### config.mk
export PLATFORM = sky130hd
export DESIGN_NAME = rounded_corner_coverage_alpha_core_flat
export DESIGN_NICKNAME = d
export VERILOG_FILES = /design/src/rtl/rcca_pkg.sv /design/src/rtl/rcca_if.sv /design/src/rtl/rcca_cfg.sv /design/src/rtl/rcca_sqr.sv /design/src/rtl/rcca_cmp.sv /design/src/rtl/rcca_shade.sv /design/src/rtl/rounded_corner_coverage_alpha_core.sv /design/src/flat_wrapper.sv
export SDC_FILE = /design/constraint.sdc
export NUM_CORES = 2
export LEC_CHECK = 0
export ABC_AREA = 1
export BUFFER_PORTS_ARGS = -buffer_cell sky130_fd_sc_hd__buf_2
export CAP_MARGIN = 20
export CORE_ASPECT_RATIO = 1.5
export CORE_UTILIZATION = 35
export CTS_CLUSTER_DIAMETER = 120
export DETAILED_ROUTE_END_ITERATION = 16
export SLEW_MARGIN = 20
export SYNTH_ARGS = -nofsm -noshare
export SYNTH_HDL_FRONTEND = slang
export SYNTH_SLANG_ARGS = --single-unit
### constraint.sdc
create_clock -name clk -period 13.5 [get_ports clk]
set_input_delay 1.35 -clock clk [delete_from_list [all_inputs] [get_ports clk]]
set_output_delay 1.35 -clock clk [all_outputs]
set_load 0.02 [all_outputs]
### src/rtl/rcca_pkg.sv
// ----------------------------------------------------------------------------
// rcca_pkg
// Shared widths, register indexes, types and helpers of the rounded corner
// coverage alpha unit.
// ----------------------------------------------------------------------------
package rcca_pkg;

	// field widths
	localparam int OFS_W   = 11;
	localparam int BOX_W   = 12;
	localparam int RAD_W   = 11;
	localparam int E8_W    = RAD_W + 3;
	localparam int SQ_W    = 2 * E8_W;
	localparam int ALPHA_W = 8;
	localparam int RGB_W   = 24;
	localparam int COLOR_W = 32;
	localparam int CNT_W   = 5;
	localparam int NSUB    = 4;
	localparam int NSAMP   = NSUB * NSUB;

	// configuration port
	localparam int CFG_IDX_W = 3;
	localparam int CFG_DAT_W = 32;

	localparam logic [CFG_IDX_W-1:0] REG_BOX_WIDTH     = 3'd0;
	localparam logic [CFG_IDX_W-1:0] REG_BOX_HEIGHT    = 3'd1;
	localparam logic [CFG_IDX_W-1:0] REG_CORNER_RADIUS = 3'd2;
	localparam logic [CFG_IDX_W-1:0] REG_RING_WIDTH    = 3'd3;
	localparam logic [CFG_IDX_W-1:0] REG_RING_MODE     = 3'd4;
	localparam logic [CFG_IDX_W-1:0] REG_DRAW_COLOR    = 3'd5;

	// register reset values
	localparam logic [BOX_W-1:0]   BOX_RST   = 12'd64;
	localparam logic [RAD_W-1:0]   RADIUS_RST = 11'd0;
	localparam logic [RAD_W-1:0]   RING_RST  = 11'd1;
	localparam logic [COLOR_W-1:0] COLOR_RST = 32'hFF00_0000;

	// half-pixel pull-in of a one pixel ring, in eighths
	localparam logic [E8_W-1:0] HALF_PIX_E8 = 14'd4;
	localparam logic [ALPHA_W-1:0] ALPHA_FULL = 8'hFF;

	// derived corner setup shared with the datapath
	typedef struct packed {
		logic               en;
		logic               ring;
		logic [RAD_W-1:0]   r_eff;
		logic [SQ_W-1:0]    lim_out;
		logic [SQ_W-1:0]    lim_in;
		logic [ALPHA_W-1:0] fg;
		logic [RGB_W-1:0]   rgb;
	} cfg_t;

	typedef logic [NSUB-1:0][SQ_W-1:0] sq_vec_t;

	// subsample position in eighths inside a pixel: 1,3,5,7
	function automatic logic [E8_W-1:0] sub_pos(input int k);
		return E8_W'(2 * k + 1);
	endfunction

	// number of set bits of a 16 bit hit mask
	function automatic logic [CNT_W-1:0] popcnt16(input logic [NSAMP-1:0] v);
		logic [3:0][2:0] nib;
		for (int n = 0; n < 4; n++) begin
			nib[n] = 3'(v[4*n]) + 3'(v[4*n+1]) + 3'(v[4*n+2]) + 3'(v[4*n+3]);
		end
		return (CNT_W'(nib[0]) + CNT_W'(nib[1])) + (CNT_W'(nib[2]) + CNT_W'(nib[3]));
	endfunction

endpackage

### src/rtl/rcca_if.sv
// ----------------------------------------------------------------------------
// rcca_if
// Valid/ready channels of the rounded corner coverage alpha unit: pixel
// offsets in, pixel results out, and the configuration write channel.
// ----------------------------------------------------------------------------
interface rcca_in_if;
	import rcca_pkg::*;
	logic             valid;
	logic             ready;
	logic [OFS_W-1:0] offset_x;
	logic [OFS_W-1:0] offset_y;

	modport source (output valid, output offset_x, output offset_y, input ready);
	modport sink   (input valid, input offset_x, input offset_y, output ready);
endinterface

interface rcca_out_if;
	import rcca_pkg::*;
	logic               valid;
	logic               ready;
	logic               write_pixel;
	logic [ALPHA_W-1:0] alpha;
	logic               opaque;
	logic [RGB_W-1:0]   pixel_rgb;

	modport source (output valid, output write_pixel, output alpha, output opaque,
		output pixel_rgb, input ready);
	modport sink   (input valid, input write_pixel, input alpha, input opaque,
		input pixel_rgb, output ready);
endinterface

interface rcca_cfg_if;
	import rcca_pkg::*;
	logic                 valid;
	logic                 ready;
	logic [CFG_IDX_W-1:0] index;
	logic [CFG_DAT_W-1:0] data;

	modport source (output valid, output index, output data, input ready);
	modport sink   (input valid, input index, input data, output ready);
endinterface

### src/rtl/rcca_cfg.sv
// ----------------------------------------------------------------------------
// rcca_cfg
// Configuration registers and the derived corner setup: effective radius,
// clamped ring width and squared outer/inner limits in eighths.
// ----------------------------------------------------------------------------
module rcca_cfg #(
	parameter int MAX_RADIUS = 2048
) (
	input  logic             clk,
	input  logic             arst_n,
	rcca_cfg_if.sink         cfg,
	output rcca_pkg::cfg_t   cfg_d
);
	import rcca_pkg::*;

	logic [BOX_W-1:0]   box_w_q;
	logic [BOX_W-1:0]   box_h_q;
	logic [RAD_W-1:0]   radius_q;
	logic [RAD_W-1:0]   ring_w_q;
	logic               ring_mode_q;
	logic [COLOR_W-1:0] color_q;

	logic [RAD_W-1:0]   r_c;
	logic [RAD_W-1:0]   rw_c;
	logic [RAD_W-1:0]   diff_c;
	logic [E8_W-1:0]    inner_c;

	logic               en_q;
	logic [RAD_W-1:0]   r_q;
	logic [E8_W-1:0]    inner8_q;
	logic [E8_W-1:0]    rad8;
	logic [SQ_W-1:0]    lim_out_q;
	logic [SQ_W-1:0]    lim_in_q;

	assign cfg.ready = 1'b1;

	// register writes
	always_ff @(posedge clk or negedge arst_n) begin
		if (!arst_n) begin
			box_w_q     <= BOX_RST;
			box_h_q     <= BOX_RST;
			radius_q    <= RADIUS_RST;
			ring_w_q    <= RING_RST;
			ring_mode_q <= 1'b0;
			color_q     <= COLOR_RST;
		end else if (cfg.valid) begin
			unique case (cfg.index)
				REG_BOX_WIDTH:     box_w_q     <= cfg.data[BOX_W-1:0];
				REG_BOX_HEIGHT:    box_h_q     <= cfg.data[BOX_W-1:0];
				REG_CORNER_RADIUS: radius_q    <= cfg.data[RAD_W-1:0];
				REG_RING_WIDTH:    ring_w_q    <= cfg.data[RAD_W-1:0];
				REG_RING_MODE:     ring_mode_q <= cfg.data[0];
				REG_DRAW_COLOR:    color_q     <= cfg.data[COLOR_W-1:0];
				default: ;
			endcase
		end
	end

	// effective radius, ring width and inner radius
	always_comb begin
		r_c = radius_q;
		if (box_w_q[BOX_W-1:1] < r_c) r_c = box_w_q[BOX_W-1:1];
		if (box_h_q[BOX_W-1:1] < r_c) r_c = box_h_q[BOX_W-1:1];
		if ((RAD_W + 2)'(r_c) > (RAD_W + 2)'(MAX_RADIUS)) r_c = RAD_W'(MAX_RADIUS);
		rw_c = ring_w_q;
		if (rw_c > {1'b0, r_c[RAD_W-1:1]}) rw_c = {1'b0, r_c[RAD_W-1:1]};
		diff_c  = r_c - rw_c;
		inner_c = {diff_c, 3'b000};
		// a one pixel ring pulls the inner edge in by half a pixel
		if (rw_c == RAD_W'(1)) inner_c = inner_c - HALF_PIX_E8;
	end

	always_ff @(posedge clk or negedge arst_n) begin
		if (!arst_n) begin
			en_q     <= 1'b0;
			r_q      <= '0;
			inner8_q <= '0;
		end else begin
			en_q     <= (radius_q > RAD_W'(1));
			r_q      <= r_c;
			inner8_q <= inner_c;
		end
	end

	// squared limits
	assign rad8 = {r_q, 3'b000};

	always_ff @(posedge clk or negedge arst_n) begin
		if (!arst_n) begin
			lim_out_q <= '0;
			lim_in_q  <= '0;
		end else begin
			lim_out_q <= {{E8_W{1'b0}}, rad8} * {{E8_W{1'b0}}, rad8};
			lim_in_q  <= {{E8_W{1'b0}}, inner8_q} * {{E8_W{1'b0}}, inner8_q};
		end
	end

	always_comb begin
		cfg_d.en      = en_q;
		cfg_d.ring    = ring_mode_q;
		cfg_d.r_eff   = r_q;
		cfg_d.lim_out = lim_out_q;
		cfg_d.lim_in  = lim_in_q;
		cfg_d.fg      = color_q[COLOR_W-1:RGB_W];
		cfg_d.rgb     = color_q[RGB_W-1:0];
	end

endmodule

### src/rtl/rcca_sqr.sv
// ----------------------------------------------------------------------------
// rcca_sqr
// Squares of the four subsample positions on each axis, in eighths, and the
// corner square test.
// ----------------------------------------------------------------------------
module rcca_sqr (
	input  logic                        clk,
	input  logic                        load,
	input  logic [rcca_pkg::OFS_W-1:0]  dx,
	input  logic [rcca_pkg::OFS_W-1:0]  dy,
	input  rcca_pkg::cfg_t              cfg_d,
	output rcca_pkg::sq_vec_t           sqx_s2,
	output rcca_pkg::sq_vec_t           sqy_s2,
	output logic                        live_s2
);
	import rcca_pkg::*;

	logic [NSUB-1:0][E8_W-1:0] sx;
	logic [NSUB-1:0][E8_W-1:0] sy;
	sq_vec_t                   sqx;
	sq_vec_t                   sqy;

	// subsample coordinates and their squares
	always_comb begin
		for (int k = 0; k < NSUB; k++) begin
			sx[k]  = {dx, 3'b000} + sub_pos(k);
			sy[k]  = {dy, 3'b000} + sub_pos(k);
			sqx[k] = {{E8_W{1'b0}}, sx[k]} * {{E8_W{1'b0}}, sx[k]};
			sqy[k] = {{E8_W{1'b0}}, sy[k]} * {{E8_W{1'b0}}, sy[k]};
		end
	end

	always_ff @(posedge clk) begin
		if (load) begin
			sqx_s2  <= sqx;
			sqy_s2  <= sqy;
			live_s2 <= cfg_d.en && (dx < cfg_d.r_eff) && (dy < cfg_d.r_eff);
		end
	end

endmodule

### src/rtl/rcca_cmp.sv
// ----------------------------------------------------------------------------
// rcca_cmp
// Distance test of all 16 subsamples against the outer and inner disks.
// ----------------------------------------------------------------------------
module rcca_cmp (
	input  logic                          clk,
	input  logic                          load,
	input  rcca_pkg::sq_vec_t             sqx_s2,
	input  rcca_pkg::sq_vec_t             sqy_s2,
	input  logic                          live_s2,
	input  rcca_pkg::cfg_t                cfg_d,
	output logic [rcca_pkg::NSAMP-1:0]    hit_out_s3,
	output logic [rcca_pkg::NSAMP-1:0]    hit_in_s3,
	output logic                          live_s3
);
	import rcca_pkg::*;

	logic [NSAMP-1:0][SQ_W:0] dsq;
	logic [NSAMP-1:0]         hit_out;
	logic [NSAMP-1:0]         hit_in;

	// squared distance per subsample, row i on y and column j on x
	always_comb begin
		for (int i = 0; i < NSUB; i++) begin
			for (int j = 0; j < NSUB; j++) begin
				dsq[i*NSUB+j]     = {1'b0, sqx_s2[j]} + {1'b0, sqy_s2[i]};
				hit_out[i*NSUB+j] = dsq[i*NSUB+j] <= {1'b0, cfg_d.lim_out};
				hit_in[i*NSUB+j]  = dsq[i*NSUB+j] <= {1'b0, cfg_d.lim_in};
			end
		end
	end

	always_ff @(posedge clk) begin
		if (load) begin
			hit_out_s3 <= hit_out;
			hit_in_s3  <= hit_in;
			live_s3    <= live_s2;
		end
	end

endmodule

### src/rtl/rcca_shade.sv
// ----------------------------------------------------------------------------
// rcca_shade
// Coverage count with ring subtraction, then alpha scaling and the result
// register.
// ----------------------------------------------------------------------------
module rcca_shade (
	input  logic                           clk,
	input  logic                           load4,
	input  logic                           load5,
	input  logic [rcca_pkg::NSAMP-1:0]     hit_out_s3,
	input  logic [rcca_pkg::NSAMP-1:0]     hit_in_s3,
	input  logic                           live_s3,
	input  rcca_pkg::cfg_t                 cfg_d,
	output logic                           write_pixel_s5,
	output logic [rcca_pkg::ALPHA_W-1:0]   alpha_s5,
	output logic                           opaque_s5,
	output logic [rcca_pkg::RGB_W-1:0]     rgb_s5
);
	import rcca_pkg::*;

	logic [CNT_W-1:0]         cnt_out;
	logic [CNT_W-1:0]         cnt_in;
	logic [CNT_W-1:0]         cov;
	logic [CNT_W-1:0]         cov_s4;
	logic [ALPHA_W+CNT_W-1:0] prod;
	logic [ALPHA_W-1:0]       alpha;

	// coverage count, ring keeps only samples outside the inner disk
	always_comb begin
		cnt_out = popcnt16(hit_out_s3);
		cnt_in  = popcnt16(hit_in_s3);
		cov     = cnt_out;
		if (cfg_d.ring) cov = (cnt_out > cnt_in) ? cnt_out - cnt_in : '0;
		if (!live_s3) cov = '0;
	end

	always_ff @(posedge clk) begin
		if (load4) cov_s4 <= cov;
	end

	// alpha = floor(fg * cov / 16)
	assign prod  = {{CNT_W{1'b0}}, cfg_d.fg} * {{ALPHA_W{1'b0}}, cov_s4};
	assign alpha = prod[ALPHA_W+3:4];

	always_ff @(posedge clk) begin
		if (load5) begin
			alpha_s5       <= alpha;
			write_pixel_s5 <= (alpha != '0);
			opaque_s5      <= (alpha == ALPHA_FULL);
			rgb_s5         <= cfg_d.rgb;
		end
	end

endmodule

### src/rtl/rounded_corner_coverage_alpha_core.sv
// ----------------------------------------------------------------------------
// rounded_corner_coverage_alpha_core
// Pipeline: five register stages carry an accepted offset to its result on
// pix_out, the input register being the first.
// Throughput: one pixel per cycle while pix_out is ready; a stage holds under
// back-pressure and bubbles fill in behind a waiting result.
// Reset: arst_n clears pipeline valids and loads the register defaults.
// ----------------------------------------------------------------------------
module rounded_corner_coverage_alpha_core #(
	parameter int MAX_RADIUS = 2048
) (
	input  logic        clk,
	input  logic        arst_n,
	rcca_in_if.sink     pix_in,
	rcca_out_if.source  pix_out,
	rcca_cfg_if.sink    cfg
);
	import rcca_pkg::*;

	cfg_t              cfg_d;

	logic              vld_s1, vld_s2, vld_s3, vld_s4, vld_s5;
	logic              rdy1, rdy2, rdy3, rdy4, rdy5;
	logic [OFS_W-1:0]  dx_s1;
	logic [OFS_W-1:0]  dy_s1;
	sq_vec_t           sqx_s2;
	sq_vec_t           sqy_s2;
	logic              live_s2;
	logic [NSAMP-1:0]  hit_out_s3;
	logic [NSAMP-1:0]  hit_in_s3;
	logic              live_s3;

	// configuration and derived corner setup
	rcca_cfg #(
		.MAX_RADIUS(MAX_RADIUS)
	) u_cfg (
		.clk    (clk),
		.arst_n (arst_n),
		.cfg    (cfg),
		.cfg_d  (cfg_d)
	);

	// stage ready chain: a stage loads when empty or when the next one moves
	assign rdy5 = !vld_s5 || pix_out.ready;
	assign rdy4 = !vld_s4 || rdy5;
	assign rdy3 = !vld_s3 || rdy4;
	assign rdy2 = !vld_s2 || rdy3;
	assign rdy1 = !vld_s1 || rdy2;
	assign pix_in.ready = rdy1;

	always_ff @(posedge clk or negedge arst_n) begin
		if (!arst_n) begin
			vld_s1 <= 1'b0;
			vld_s2 <= 1'b0;
			vld_s3 <= 1'b0;
			vld_s4 <= 1'b0;
			vld_s5 <= 1'b0;
		end else begin
			if (rdy1) vld_s1 <= pix_in.valid;
			if (rdy2) vld_s2 <= vld_s1;
			if (rdy3) vld_s3 <= vld_s2;
			if (rdy4) vld_s4 <= vld_s3;
			if (rdy5) vld_s5 <= vld_s4;
		end
	end

	// input register
	always_ff @(posedge clk) begin
		if (rdy1 && pix_in.valid) begin
			dx_s1 <= pix_in.offset_x;
			dy_s1 <= pix_in.offset_y;
		end
	end

	rcca_sqr u_sqr (
		.clk     (clk),
		.load    (rdy2 && vld_s1),
		.dx      (dx_s1),
		.dy      (dy_s1),
		.cfg_d   (cfg_d),
		.sqx_s2  (sqx_s2),
		.sqy_s2  (sqy_s2),
		.live_s2 (live_s2)
	);

	rcca_cmp u_cmp (
		.clk        (clk),
		.load       (rdy3 && vld_s2),
		.sqx_s2     (sqx_s2),
		.sqy_s2     (sqy_s2),
		.live_s2    (live_s2),
		.cfg_d      (cfg_d),
		.hit_out_s3 (hit_out_s3),
		.hit_in_s3  (hit_in_s3),
		.live_s3    (live_s3)
	);

	rcca_shade u_shade (
		.clk            (clk),
		.load4          (rdy4 && vld_s3),
		.load5          (rdy5 && vld_s4),
		.hit_out_s3     (hit_out_s3),
		.hit_in_s3      (hit_in_s3),
		.live_s3        (live_s3),
		.cfg_d          (cfg_d),
		.write_pixel_s5 (pix_out.write_pixel),
		.alpha_s5       (pix_out.alpha),
		.opaque_s5      (pix_out.opaque),
		.rgb_s5         (pix_out.pixel_rgb)
	);

	assign pix_out.valid = vld_s5;

`ifndef SYNTHESIS
	// inner disk never exceeds the outer disk
	a_lim_order: assert property (@(posedge clk) disable iff (!arst_n)
		cfg_d.lim_in <= cfg_d.lim_out)
		else $error("inner limit above outer limit");

	// result flags agree with alpha
	a_flags: assert property (@(posedge clk) disable iff (!arst_n)
		pix_out.valid |-> ((pix_out.write_pixel == (pix_out.alpha != '0)) &&
			(pix_out.opaque == (pix_out.alpha == ALPHA_FULL))))
		else $error("result flags inconsistent with alpha");

	// a result waiting at the output does not close the input side while stage one is empty
	a_no_block: assert property (@(posedge clk) disable iff (!arst_n)
		!vld_s1 |-> pix_in.ready)
		else $error("input stalled with empty first stage");
`endif

endmodule

### src/flat_wrapper.sv
// flat-port wrapper written by rule: the top's interface ports become plain ports
module rounded_corner_coverage_alpha_core_flat import rcca_pkg::*;
#(
	parameter int MAX_RADIUS = 2048
)
  (clk, arst_n, pix_in_valid, pix_in_offset_x, pix_in_offset_y, pix_in_ready, pix_out_valid, pix_out_write_pixel, pix_out_alpha, pix_out_opaque, pix_out_pixel_rgb, pix_out_ready, cfg_valid, cfg_index, cfg_data, cfg_ready);
  rcca_in_if pix_in_i ();
  rcca_out_if pix_out_i ();
  rcca_cfg_if cfg_i ();
  input  logic clk;
  input  logic arst_n;
  input wire logic [$bits(pix_in_i.valid)-1:0] pix_in_valid;
  input wire logic [$bits(pix_in_i.offset_x)-1:0] pix_in_offset_x;
  input wire logic [$bits(pix_in_i.offset_y)-1:0] pix_in_offset_y;
  output wire logic [$bits(pix_in_i.ready)-1:0] pix_in_ready;
  output wire logic [$bits(pix_out_i.valid)-1:0] pix_out_valid;
  output wire logic [$bits(pix_out_i.write_pixel)-1:0] pix_out_write_pixel;
  output wire logic [$bits(pix_out_i.alpha)-1:0] pix_out_alpha;
  output wire logic [$bits(pix_out_i.opaque)-1:0] pix_out_opaque;
  output wire logic [$bits(pix_out_i.pixel_rgb)-1:0] pix_out_pixel_rgb;
  input wire logic [$bits(pix_out_i.ready)-1:0] pix_out_ready;
  input wire logic [$bits(cfg_i.valid)-1:0] cfg_valid;
  input wire logic [$bits(cfg_i.index)-1:0] cfg_index;
  input wire logic [$bits(cfg_i.data)-1:0] cfg_data;
  output wire logic [$bits(cfg_i.ready)-1:0] cfg_ready;
  assign pix_in_i.valid = pix_in_valid;
  assign pix_in_i.offset_x = pix_in_offset_x;
  assign pix_in_i.offset_y = pix_in_offset_y;
  assign pix_in_ready = pix_in_i.ready;
  assign pix_out_valid = pix_out_i.valid;
  assign pix_out_write_pixel = pix_out_i.write_pixel;
  assign pix_out_alpha = pix_out_i.alpha;
  assign pix_out_opaque = pix_out_i.opaque;
  assign pix_out_pixel_rgb = pix_out_i.pixel_rgb;
  assign pix_out_i.ready = pix_out_ready;
  assign cfg_i.valid = cfg_valid;
  assign cfg_i.index = cfg_index;
  assign cfg_i.data = cfg_data;
  assign cfg_ready = cfg_i.ready;
  rounded_corner_coverage_alpha_core #(.MAX_RADIUS(MAX_RADIUS)) u_core (.clk(clk), .arst_n(arst_n), .pix_in(pix_in_i), .pix_out(pix_out_i), .cfg(cfg_i));
endmodule
==> metrics.cfg <==
[detailed_routing]
drc=0
via_count=61800
drtIter0Drc=3520
via_per_inst=5.28
totalWireLength_um=262000
ant_nets=0
detail_route.wl_per_cell_um=22.4
first_pass_iters=6

[global_routing]
grt_antenna_before_repair=11
met3_usage=0.0264
grt_pass1_vias=64700
grtUsageMet2=0.421
grt_max_degree=168
grt_pass1_wl_um=391000
gr-max-usage-layer=met2
grt_use_total=0.235
grt-ovfl-total=0
met1_usage=0.252

[floorplan]
row_count=211
core_area_sq_mm=0.220
die-area_sq_mm=0.224
fp.dieW_um=386
pin_count=99
fp.dieH_um=579
initial_core_util=0.352

[synthesis]
synthFlopType=edfxtp_1
ys_types=59
synth_xor_area_frac=0.0689
synth_top_family_by_area=adder cells
synth_enable_flop_cells=286
synth-seq-cells=436
async_flop_share=0.344
synthAdderAreaFrac=0.472
yosysSeqAreaShare=0.159
synthMuxAreaShare=0.00318
synth-simple-area-share=0.0984
synthesis.area_sq_mm=0.0776
syn_inst=8668
syn-num-nets=11200
yosysWarningCount=0
synth-compound-area-share=0.114
avgSynthCellArea_sq_um=8.95

[setup_path]
cp.arrival_ns=8.85
cp-start-kind=flip-flop
critPathMaxFanout=23
crit_slowest_cell=edfxtp_1
crit_required_ns=13.95
endpoint_kind=flip-flop
cpPeakStageDelay_ns=1.01
cpMostUsedCell=inv_1
crit_type=reg -> reg
ff2ff_setup_slack_ns=5.10

[finish]
syn_to_final_growth_pct=7.80
final_area_sq_mm=0.0836
nets=11400
final_util=0.380
final_common_cell=ha_1
layout_common_cells=1803 x ha_1, 1643 x inv_1, 1128 x nand2_1
layout-drive-gt1-share=0.0402

[timing]
hold_viol_final=0
slew_viol_final=0
rsz0062_at_grt=false
timing.final.crit_period_ns=8.40
fin_setup_tns_ns=0
finalSetupViolations=0
slew_headroom=0.227
max_slew.worst_pin.slew_ns=1.16
fin_skew_ns=0.0708
fin_crit_sh=0.622
fmax_mhz=119

[min_path]
hp-class=reg -> reg

[cts]
clock-sinks=436
cts_tree=done
cts.clk_slew.worst_paths_ns=0.07
cts_root_buf=clkbuf_16
cts_setup_buffers=0
worstSkewPairLatency_ns=0.71
cts_max_level=2
cts-resized-gates=0
ctsHoldBuffers=0
numCtsBuffers=46
clock_path_buffers=3

[status]
status=finished, final reports clean

[placement]
globalplace.congestion=1.02
hpwl_um=218000
port_buffers=97
dpl-instance-area_sq_mm=0.0819

[job]
max_cap_viol_count=0

[path summary, 6_finish.rpt]
| kind | startpoint | endpoint | cells after the start |
|---|---|---|---|
| max reg2reg | u_core.dy_s1[0]$_DFFE_PP_ | u_core.u_sqr.sqy_s2[111]$_DFFE_PP_ | 28 |
| min in group asynchronous | arst_n | u_core.vld_s3$_DFFE_PN0P_ | 1 |
| max in group asynchronous | arst_n | u_core.u_cfg.lim_out_q[8]$_DFF_PN0_ | 2 |
| max | u_core.dy_s1[0]$_DFFE_PP_ | u_core.u_sqr.sqy_s2[111]$_DFFE_PP_ | 28 |
| min reg2reg | u_core.u_cfg.color_q[13]$_DFFE_PN0P_ | u_core.u_shade.rgb_s5[13]$_DFFE_PP_ | 0 |
| min | u_core.u_cfg.color_q[13]$_DFFE_PN0P_ | u_core.u_shade.rgb_s5[13]$_DFFE_PP_ | 0 |
[area by class of cell]
class | count | area, sq um
diodes | 5 | 12.5
well taps | 2875 | 3600
clock buffers | 58 | 1280
fillers | 22000 | 137000
flip-flops and latches | 436 | 12400
multi-input cells | 6498 | 58700
inverters | 1646 | 6180
repair buffers | 174 | 1100
clock inverters | 28 | 387
[metal layers]
layer  share of wire  wire length [um]
met5        0.000053                14
met3           0.044             11600
met2            0.50            131000
met1            0.36             95400
met4           0.092             24000
[synth_stat cells (78+ instances only)]
master / instances / area (sq um)
ha_1: 1803 / 22600
a21oi_1: 827 / 4140
xor2_1: 436 / 3820
nand2_1: 1128 / 4230
o21ai_0: 327 / 1640
clkbuf_1: 79 / 297
nor2_1: 232 / 871
xnor2_1: 172 / 1510
edfxtp_1: 286 / 8590
nand3_1: 263 / 1320
o21bai_1: 78 / 586
fa_1: 701 / 14000
inv_1: 1645 / 6170
dfrtp_1: 139 / 3480
[worst max-delay path, delay by kind of cell (launching register included)]
| kind | cells | cell delay, ns |
|---|---|---|
| fa+ha+maj | 7 | 2.97 |
| xor+xnor | 2 | 0.53 |
| buf+inv | 6 | 0.91 |
| simple gates | 1 | 0.08 |
| compound gates | 12 | 2.71 |
| flops | 1 | 1.01 |
[registers in the layout (all words and copies together), names as in the netlist, 8 cells and up]
name                     flops
u_core.u_sqr.sqy_s2         96
u_core.u_sqr.sqx_s2         95
u_core.u_cfg.color_q        32
u_core.u_shade.rgb_s5       24
u_core.u_cfg.lim_in_q       23
u_core.u_cfg.lim_out_q      21
u_core.u_cmp.hit_in_s3      16
u_core.u_cmp.hit_out_s3     16
u_core.u_cfg.inner8_q       12
u_core.dx_s1                11
u_core.dy_s1                11
u_core.u_cfg.box_h_q        11
u_core.u_cfg.box_w_q        11
u_core.u_cfg.r_q            11
u_core.u_cfg.radius_q       11
u_core.u_cfg.ring_w_q       11
u_core.u_shade.alpha_s5      8
[cells by family after synthesis]
| family | after synthesis |
|---|---|
| flip-flops | 436 |
| multiplexers | 22 |
| XOR/XNOR | 609 |
| adder cells (fa/ha/maj) | 2504 |
| AO/OA/AOI/OAI | 1551 |
| other | 1 |
| AND/OR/NAND/NOR | 1811 |
| buffers and inverters | 1734 |
[through the flow]
step	hold WS, ns	instances	setup WS [ns]
4_1_cts	0.442	11700	4.98
2_1_floorplan	0.392	8668	3.00
3_3_place_gp	0.423	11600	4.87
6_report	0.441	11700	5.10
3_5_place_dp	0.427	11600	4.93
5_1_grt	0.441	11700	4.42
Power is left out: the tool's default activity adds up to more than one toggle a clock period on the data nets, which glitch-free logic cannot reach.
